$ cat src/hdl/vfae_pkg.sv
// ----------------------------------------------------------------------------
// vfae_pkg
// Shared types and constants of the voxel face and occlusion extractor:
// grid limits, register indexes, read kinds, controller states and the
// command and status structs between controller and datapath.
// ----------------------------------------------------------------------------
package vfae_pkg;

   localparam int MAX_WIDTH  = 32;
   localparam int MAX_HEIGHT = 32;
   localparam int MAX_DEPTH  = 32;

   localparam int COORD_W  = 6;   // request coordinates and grid registers
   localparam int SCOORD_W = 8;   // signed working coordinates, -1..64
   localparam int X_AW     = $clog2(MAX_WIDTH);
   localparam int Y_AW     = $clog2(MAX_HEIGHT);
   localparam int Z_AW     = $clog2(MAX_DEPTH);
   localparam int MEM_AW   = X_AW + Y_AW + Z_AW;
   localparam int MEM_DEPTH = 1 << MEM_AW;

   localparam logic [COORD_W-1:0] GRID_RESET = COORD_W'(32);

   localparam int CNT_W = 4;
   localparam logic [CNT_W-1:0] NBR_LAST_CNT = CNT_W'(4);
   localparam logic [CNT_W-1:0] AO_READS     = CNT_W'(8);
   localparam logic [CNT_W-1:0] AO_EMIT_CNT  = CNT_W'(9);

   typedef enum logic [1:0] {
      CSR_WIDTH,
      CSR_HEIGHT,
      CSR_DEPTH
   } csr_index_type;

   typedef enum logic {
      OP_WRITE,
      OP_SCAN
   } opcode_type;

   typedef enum logic [1:0] {
      AXIS_X,
      AXIS_Y,
      AXIS_Z
   } axis_type;

   typedef enum logic [1:0] {
      RD_MID,
      RD_NBR,
      RD_AO
   } rd_kind_type;

   typedef enum logic [2:0] {
      ST_IDLE,
      ST_WRITE,
      ST_NBR,
      ST_PICK,
      ST_AO
   } ctrl_state_type;

   typedef struct packed {
      logic        load;      // capture request fields
      logic        mem_we;    // store the captured voxel
      logic        rd_en;     // issue one grid read
      rd_kind_type rd_kind;
      axis_type    axis;      // axis of the read or of the emitted face
      logic [2:0]  rd_slot;   // occlusion neighbor slot
      logic        emit;      // present one face
      logic        last;      // face is the final one of the scan
   } dp_cmd_type;

   typedef struct packed {
      logic [2:0] face_mask;  // one bit per axis with a face
   } dp_status_type;

endpackage

$ cat src/hdl/vfae_ctrl.sv
// ----------------------------------------------------------------------------
// vfae_ctrl
// Sequencer of the extractor: accepts requests, issues voxel writes, and for
// scans steps the datapath through the center and neighbor reads, then through
// eight occlusion reads and one emit per face.
// ----------------------------------------------------------------------------
module vfae_ctrl
   import vfae_pkg::*;
(
   input  logic          clock,
   input  logic          reset,
   input  logic          start,
   input  logic          req_opcode,
   output logic          busy,
   output dp_cmd_type    cmd,
   input  dp_status_type status
);

   ctrl_state_type   state_ff, state_in;
   logic [CNT_W-1:0] cnt_ff, cnt_in;
   axis_type         axis_ff, axis_in;
   logic [2:0]       pend_ff, pend_in;

   function automatic axis_type lowest_axis(input logic [2:0] m);
      priority if (m[0]) begin
         return AXIS_X;
      end else if (m[1]) begin
         return AXIS_Y;
      end else begin
         return AXIS_Z;
      end
   endfunction

   function automatic logic [2:0] drop_axis(input logic [2:0] m, input axis_type a);
      logic [2:0] r;
      r = m;
      unique case (a)
         AXIS_X:  r[0] = 1'b0;
         AXIS_Y:  r[1] = 1'b0;
         AXIS_Z:  r[2] = 1'b0;
         default: r = m;
      endcase
      return r;
   endfunction

   always_ff @(posedge clock) begin
      if (reset) begin
         state_ff <= ST_IDLE;
         cnt_ff   <= '0;
         axis_ff  <= AXIS_X;
         pend_ff  <= '0;
      end else begin
         state_ff <= state_in;
         cnt_ff   <= cnt_in;
         axis_ff  <= axis_in;
         pend_ff  <= pend_in;
      end
   end

   always_comb begin
      state_in    = state_ff;
      cnt_in      = cnt_ff;
      axis_in     = axis_ff;
      pend_in     = pend_ff;
      cmd         = '0;
      cmd.rd_kind = RD_MID;
      cmd.axis    = axis_ff;
      unique case (state_ff)
         ST_IDLE: begin
            if (start) begin
               cmd.load = 1'b1;
               cnt_in   = '0;
               if (opcode_type'(req_opcode) == OP_WRITE) begin
                  state_in = ST_WRITE;
               end else begin
                  state_in = ST_NBR;
               end
            end
         end
         ST_WRITE: begin
            cmd.mem_we = 1'b1;
            state_in   = ST_IDLE;
         end
         ST_NBR: begin
            // center first, then one neighbor per axis
            if (cnt_ff == '0) begin
               cmd.rd_en   = 1'b1;
               cmd.rd_kind = RD_MID;
            end else if (cnt_ff != NBR_LAST_CNT) begin
               cmd.rd_en   = 1'b1;
               cmd.rd_kind = RD_NBR;
               cmd.axis    = axis_type'(cnt_ff[1:0] - 2'd1);
            end
            if (cnt_ff == NBR_LAST_CNT) begin
               state_in = ST_PICK;
               cnt_in   = '0;
            end else begin
               cnt_in = cnt_ff + CNT_W'(1);
            end
         end
         ST_PICK: begin
            cnt_in = '0;
            if (status.face_mask == '0) begin
               state_in = ST_IDLE;
            end else begin
               axis_in  = lowest_axis(status.face_mask);
               pend_in  = drop_axis(status.face_mask, lowest_axis(status.face_mask));
               state_in = ST_AO;
            end
         end
         ST_AO: begin
            if (cnt_ff < AO_READS) begin
               cmd.rd_en   = 1'b1;
               cmd.rd_kind = RD_AO;
               cmd.rd_slot = cnt_ff[2:0];
            end
            if (cnt_ff == AO_EMIT_CNT) begin
               cmd.emit = 1'b1;
               cmd.last = (pend_ff == '0);
               cnt_in   = '0;
               if (pend_ff == '0) begin
                  state_in = ST_IDLE;
               end else begin
                  axis_in = lowest_axis(pend_ff);
                  pend_in = drop_axis(pend_ff, lowest_axis(pend_ff));
               end
            end else begin
               cnt_in = cnt_ff + CNT_W'(1);
            end
         end
         default: begin
            state_in = ST_IDLE;
         end
      endcase
   end

   assign busy = (state_ff != ST_IDLE);

   a_start_busy: assert property (@(posedge clock) disable iff (reset)
      (start && !busy) |=> busy)
      else $error("accepted request did not raise busy");

   a_emit_slot: assert property (@(posedge clock) disable iff (reset)
      cmd.emit |-> (state_ff == ST_AO && cnt_ff == AO_EMIT_CNT))
      else $error("face emitted outside the emit step");

   a_last_idle: assert property (@(posedge clock) disable iff (reset)
      (cmd.emit && cmd.last) |=> !busy)
      else $error("final face did not end the scan");

   a_port_excl: assert property (@(posedge clock) disable iff (reset)
      !(cmd.mem_we && cmd.rd_en))
      else $error("grid write and read in the same cycle");

endmodule

$ cat config.mk
export PLATFORM = sky130hd
export DESIGN_NAME = vfae_ctrl
export DESIGN_NICKNAME = d
export VERILOG_FILES = /design/src/hdl/vfae_pkg.sv /design/src/hdl/vfae_ctrl.sv
export SDC_FILE = /design/constraint.sdc
export NUM_CORES = 1
export LEC_CHECK = 0
export ABC_AREA = 1
export BUFFER_PORTS_ARGS = -buffer_cell sky130_fd_sc_hd__clkbuf_2
export CAP_MARGIN = 10
export CORE_AREA = 8 8 52 54
export CTS_CLUSTER_DIAMETER = 80
export CTS_CLUSTER_SIZE = 40
export DETAILED_ROUTE_END_ITERATION = 8
export DIE_AREA = 0 0 60 62
export PLACE_DENSITY_LB_ADDON = 0.15
export SYNTH_ARGS = -nofsm -noshare
export SYNTH_HDL_FRONTEND = slang
export SYNTH_SLANG_ARGS = --single-unit
$ cat constraint.sdc
create_clock -name clock -period 1.35 [get_ports clock]
set_input_delay 0.0675 -clock clock [delete_from_list [all_inputs] [get_ports clock]]
set_output_delay 0.0675 -clock clock [all_outputs]
set_load 0.02 [all_outputs]
Word-level counts from Yosys, hierarchy flattened
Index checks and enable logic that the tools add are counted.
{"block": "word_totals", "ff_bits": 12, "input_bits": 7, "output_inout_bits": 13, "elab_cells": 87}
{"block": "classes", "addsub": 2, "n_lt_le_gt_ge": 1, "eq_ne": 20, "muxes": 43, "n_reduce_logical": 15}
{"cell": "3-bit two-way mux", "n": 11}
{"cell": "2-bit two-way mux", "n": 13}
{"cell": "4-bit one-hot mux with 4 select lines", "n": 1}
{"cell": "5-bit AND reduction", "n": 3}
{"cell": "4-bit two-way mux", "n": 3}
{"cell": "2-bit != test (second input constant)", "n": 6}
{"cell": "3-bit one-hot mux with 2 select lines", "n": 2}
{"cell": "3-bit one-hot mux with 4 select lines", "n": 1}
{"cell": "5-bit two-way mux", "n": 2}
{"cell": "3-bit zero test", "n": 3}
{"cell": "1-bit two-way mux", "n": 9}
{"cell": "4-bit AND reduction", "n": 2}
{"cell": "3-bit by 2-bit equality test with 1-bit output (second input constant)", "n": 2}
{"cell": "2-bit by 1-bit != test with 1-bit output (second input constant)", "n": 3}
{"cell": "4-bit by 1-bit adder with 4-bit output (second input constant)", "n": 1}
{"cell": "2-bit by 1-bit equality test with 1-bit output (second input constant)", "n": 2}
{"cell": "2-bit equality test (second input constant)", "n": 2}
{"cell": "4-bit by 3-bit equality test with 1-bit output (second input constant)", "n": 1}
{"cell": "4-bit equality test (second input constant)", "n": 1}
{"cell": "2-bit zero test", "n": 2}
{"cell": "4-bit zero test", "n": 1}
{"cell": "4-bit less-than comparator (second input constant)", "n": 1}
{"cell": "4-bit by 3-bit != test with 1-bit output (second input constant)", "n": 1}
{"cell": "2-bit one-hot mux with 2 select lines", "n": 1}
{"cell": "other kinds (7)", "n": 7}

Depth between registers and ports, before layout
{"block": "logic_depth", "ltp_word": 10, "ltp_mapped": 10, "mapped_depth_nobuf": 10}

Least setup slack after synthesis
No wires, ideal clock.
{"block": "synth_timing", "path_type": "register to output", "startpoint": "register state_ff[0]", "endpoint": "output cmd[2] (netlist bit)", "arrival_ns": 1.404, "t_required_ns": 1.283, "setup_slack_ns": -0.122, "path_stages_with_launch": 6, "n_path_buf": 0, "path_cell_list": "dfxtp_1 -> nor2_4 -> nand2_4 -> nor2_1 -> inv_1 -> nor2_1"}
{"element": "start: declaration", "line_no": "vfae_ctrl.sv:19", "text": "ctrl_state_type state_ff, state_in;"}
{"element": "start signal: assignment", "line_no": "vfae_ctrl.sv:53", "text": "state_ff <= state_in;"}
{"element": "end: declaration", "line_no": "vfae_ctrl.sv:15", "text": "output dp_cmd_type cmd,"}

Worst setup path in the final report
{"block": "layout_timing", "startpoint": "register cnt_ff[1]", "endpoint": "register axis_ff[0]"}
{"block": "layout_via", "elab_chain_cells": 3}
{"element": "start: declaration", "line_no": "vfae_ctrl.sv:20", "text": "logic [CNT_W-1:0] cnt_ff, cnt_in;"}
{"element": "start signal: assignment", "line_no": "vfae_ctrl.sv:54", "text": "cnt_ff <= cnt_in;"}
{"element": "4-bit equality test", "line_no": "vfae_ctrl.sv:117", "text": "if (cnt_ff == AO_EMIT_CNT) begin"}
{"element": "2-bit != test (no line)"}
{"element": "4-bit AND reduction (no line)"}
{"element": "end signal: assignment", "line_no": "vfae_ctrl.sv:55", "text": "axis_ff <= axis_in;"}
{"element": "end: declaration", "line_no": "vfae_ctrl.sv:21", "text": "axis_type axis_ff, axis_in;"}
Every way passes these cells.
A chain may end at the register's enable or synchronous reset.

==> flow_summary.json <==
{
  "status": "finished with violations",
  "violations": "negative setup slack",
  "netlist.area_leader.share_pct": 28.4,
  "drt_iter0_drc": 75,
  "critical_path_required_ns": 1.55,
  "antenna_left": 0,
  "p_int_mw": 1.28,
  "fin_crit_ns": 1.49,
  "die_x_um": 60,
  "yosys-top-cells-count": "31 x nand2_1, 31 x nor2_1, 20 x inv_1, 14 x nand3_1, 12 x dfxtp_1",
  "core_sq_um": 1900,
  "min_path_cells": 2,
  "synth-simple-area-share_pct": 47.0,
  "ys_warn_count": 0,
  "num_antenna_cells": 0,
  "fin_skew_ns": 0.00433,
  "synth_xor_area_share_pct": 2.07,
  "critical_path.max_stage_delay_ns": 0.37,
  "hold-path-endpoint": "state_ff[1]",
  "rr_worst_depth": 11,
  "yosysSeqAreaShare_pct": 28.4,
  "cp-end-kind": "register",
  "crit_chain": "inv_4 > ha_4 > buf_4 > nand2_2 > nor2_1 > nor2_1 > nor2_1 > nand2_1 > inv_2 > nor2_1 > nor2_1",
  "antenna_found_initial": 0,
  "synth_mux_area_share_pct": 0,
  "hold_violations": 0,
  "post-route-period-util_pct": 110,
  "die_h_um": 62,
  "drv_slew": 0,
  "design_area_sq_um": 1540,
  "clkTransAtPathRegs_ns": 0.09,
  "clkPwrFrac_pct": 13.3,
  "p_switching_mw": 1.09,
  "vias_per_cell": 5.29,
  "clock_sinks": 12,
  "hold_class": "input pin to register",
  "switching_share_pct": 45.9,
  "setup_viol": 18,
  "nNetsFinal": 201,
  "combPwrFrac_pct": 64.3,
  "dp.cells": 195,
  "synth-edff-count": 0,
  "max_freq_mhz": 673,
  "dp_hpwl_mm": 1.89,
  "async_reset_ff_share_pct": 0,
  "stdcell_count": 217,
  "worst_slack_ns": -0.136,
  "cts_tree": "yes",
  "placed_area_sq_um": 1040,
  "ys_types": 19,
  "timing.rr.end": "axis_ff[0]",
  "pre_cts_slack_ns": -0.0870,
  "path_buf_inv": 3,
  "hp-start": "reset",
  "yosys.area.top_type": "dfxtp_1",
  "cts_max_path_buffers": 2,
  "grt_use_total_pct": 16.1,
  "drive_gt1_share_pct": 52.6,
  "timing.critical_path.max_delay_family": "simple AND/OR/NAND/NOR gates",
  "synthesis.nets": 151,
  "grt_pass1_wl_mm": 4.50,
  "synth_top_family_by_area": "simple AND/OR/NAND/NOR gates",
  "max_slew_margin_pct": 84.5,
  "ctsHoldBuffers": 0,
  "grt_max_degree": 8,
  "gp_congestion": 0.854,
  "critical-path-slowest-cell": "dfxtp_2",
  "syn-instance-count": 141,
  "max_cap_violations": 0,
  "synthAdderAreaFrac_pct": 4.43,
  "htree_num_levels": 1,
  "syn_area_per_cell_sq_um": 6.01,
  "whs_ns": 0.0646,
  "arrival_ns": 1.68,
  "path_common_cell": "nor2_1",
  "detail_route.wl_per_cell_um": 17.3,
  "startpoint": "cnt_ff[1]",
  "p_leak_nw": 0.716,
  "drc": 0,
  "synth_area_leaders": "dfxtp_1 28%, nand2_1 14%, nor2_1 14%",
  "seqPwrFrac_pct": 22.3,
  "startpoint_type": "register",
  "gr-total-overflow": 0,
  "synth_seq_cells": 12,
  "drtPass1Iterations": 4,
  "root_buffer": "clkbuf_4",
  "cts-buffers-inserted": 3,
  "power_density_nw_per_um2": 1530,
  "die_area_sq_um": 3720,
  "row_count": 16,
  "regToRegSetupSlack_ns": -0.14,
  "initial_core_util_pct": 44.5,
  "ir_drop_uv": 1070,
  "drt_wl_total_mm": 3.76,
  "critPathKind": "register to register",
  "vias": 1148,
  "r2r_start": "cnt_ff[1]",
  "worst-path-max-fanout": 3,
  "syn-cell-area_sq_um": 847,
  "synth_compound_area_share_pct": 7.98,
  "io_pins": 20,
  "synthToLayoutAreaGrowth_pct": 82.3,
  "ys.flop_type": "dfxtp_1",
  "grt_pass1_vias": 1025,
  "worstSkewPairLatency_ns": 0.29,
  "rsz0062_at_grt": "true",
  "tightest_slew_ns": 0.230,
  "placement.io_buffers": 19
}
## area by class of cell
class / instances / area [sq um]
Clock buffer: 4 / 36.3
Fill cell: 114 / 358
Inverter: 23 / 98.8
Multi-Input combinational cell: 106 / 723
Sequential cell: 12 / 260
Tap cell: 27 / 33.8
Timing Repair Buffer: 45 / 392
## metrics by stage
stage	total power [mW]	utilization, %	TNS, ns
finish	2.37	81.2	-1.32
global route	2.47	81.2	-2.19
CTS	1.96	69.3	-0.453
detailed placement	1.32	54.6	-0.208
global placement	1.31	54.6	-0.172
floorplan	1.03	-	-0.0881
## power by group through the flow
stage / sequential, mW / clock (mW) / combinational (mW)
2_1_floorplan: 0.483 / 0 / 0.552
3_5_place_dp: 0.497 / 0 / 0.824
3_3_place_gp: 0.493 / 0 / 0.822
6_report: 0.529 / 0.316 / 1.52
5_1_grt: 0.537 / 0.334 / 1.60
4_1_cts: 0.517 / 0.313 / 1.13
## placed cells by master (no fill, tap or decap), drive strengths merged
| master | n |
|---|---|
| o22ai | 1 |
| a31oi | 1 |
| buf | 36 |
| a21oi | 4 |
| inv | 23 |
| nand4 | 2 |
| ha | 3 |
| nor3 | 1 |
| xor2 | 2 |
| nand2 | 36 |
| nor2 | 34 |
| nor3b | 1 |
| o21ai | 7 |
| clkbuf | 13 |
| dfxtp | 12 |
| nand3 | 14 |
## registers in the layout (all words and copies together), names as in the netlist
name      count
axis_ff       2
cnt_ff        4
pend_ff       3
state_ff      3
## worst reg2reg max path, stage by stage, from the launching register on
cell and delay, ns:
dfxtp_2 0.37, inv_4 0.07, ha_4 0.17, buf_4 0.14, nand2_2 0.08, nor2_1 0.05, nor2_1 0.15, nor2_1 0.06
nand2_1 0.13, inv_2 0.06, nor2_1 0.08, nor2_1 0.05
## worst max path at each step
stage,to,slack [ns],cells after the start
after CTS,cmd[5],-0.08,6
after global routing,axis_ff[1],-0.19,11
final,axis_ff[0],-0.14,11
after floorplan,cmd[5],-0.04,5
after detailed placement,cmd[5],-0.09,5
after global placement,axis_ff[0],-0.06,8
## cell families (layout without fill, tap and decap cells)
group | count (synthesis) | in the layout
adder cells (fa/ha/maj) | 3 | 3
buffers and inverters | 23 | 72
AO/OA/AOI/OAI | 13 | 13
flip-flops | 12 | 12
AND/OR/NAND/NOR | 88 | 88
XOR/XNOR | 2 | 2
## layer usage
metal	vias up	share of wire, %	track usage, %
met4	0	3.5	8.84
met1	541	40	16.8
met5	-	0	0
met3	13	5.5	3.09
met2	52	51	29.7
li1	542	-	-
## repair_timing
| item | in CTS | in global routing |
|---|---|---|
| buffers inserted | 15 | 4 |
| pin swaps | 10 | 14 |
| cloned | 0 | 0 |
| gates resized for setup | 46 | 64 |
| setup endpoints to repair | 14 | 21 |
Power figures use the tool's default switching activity.
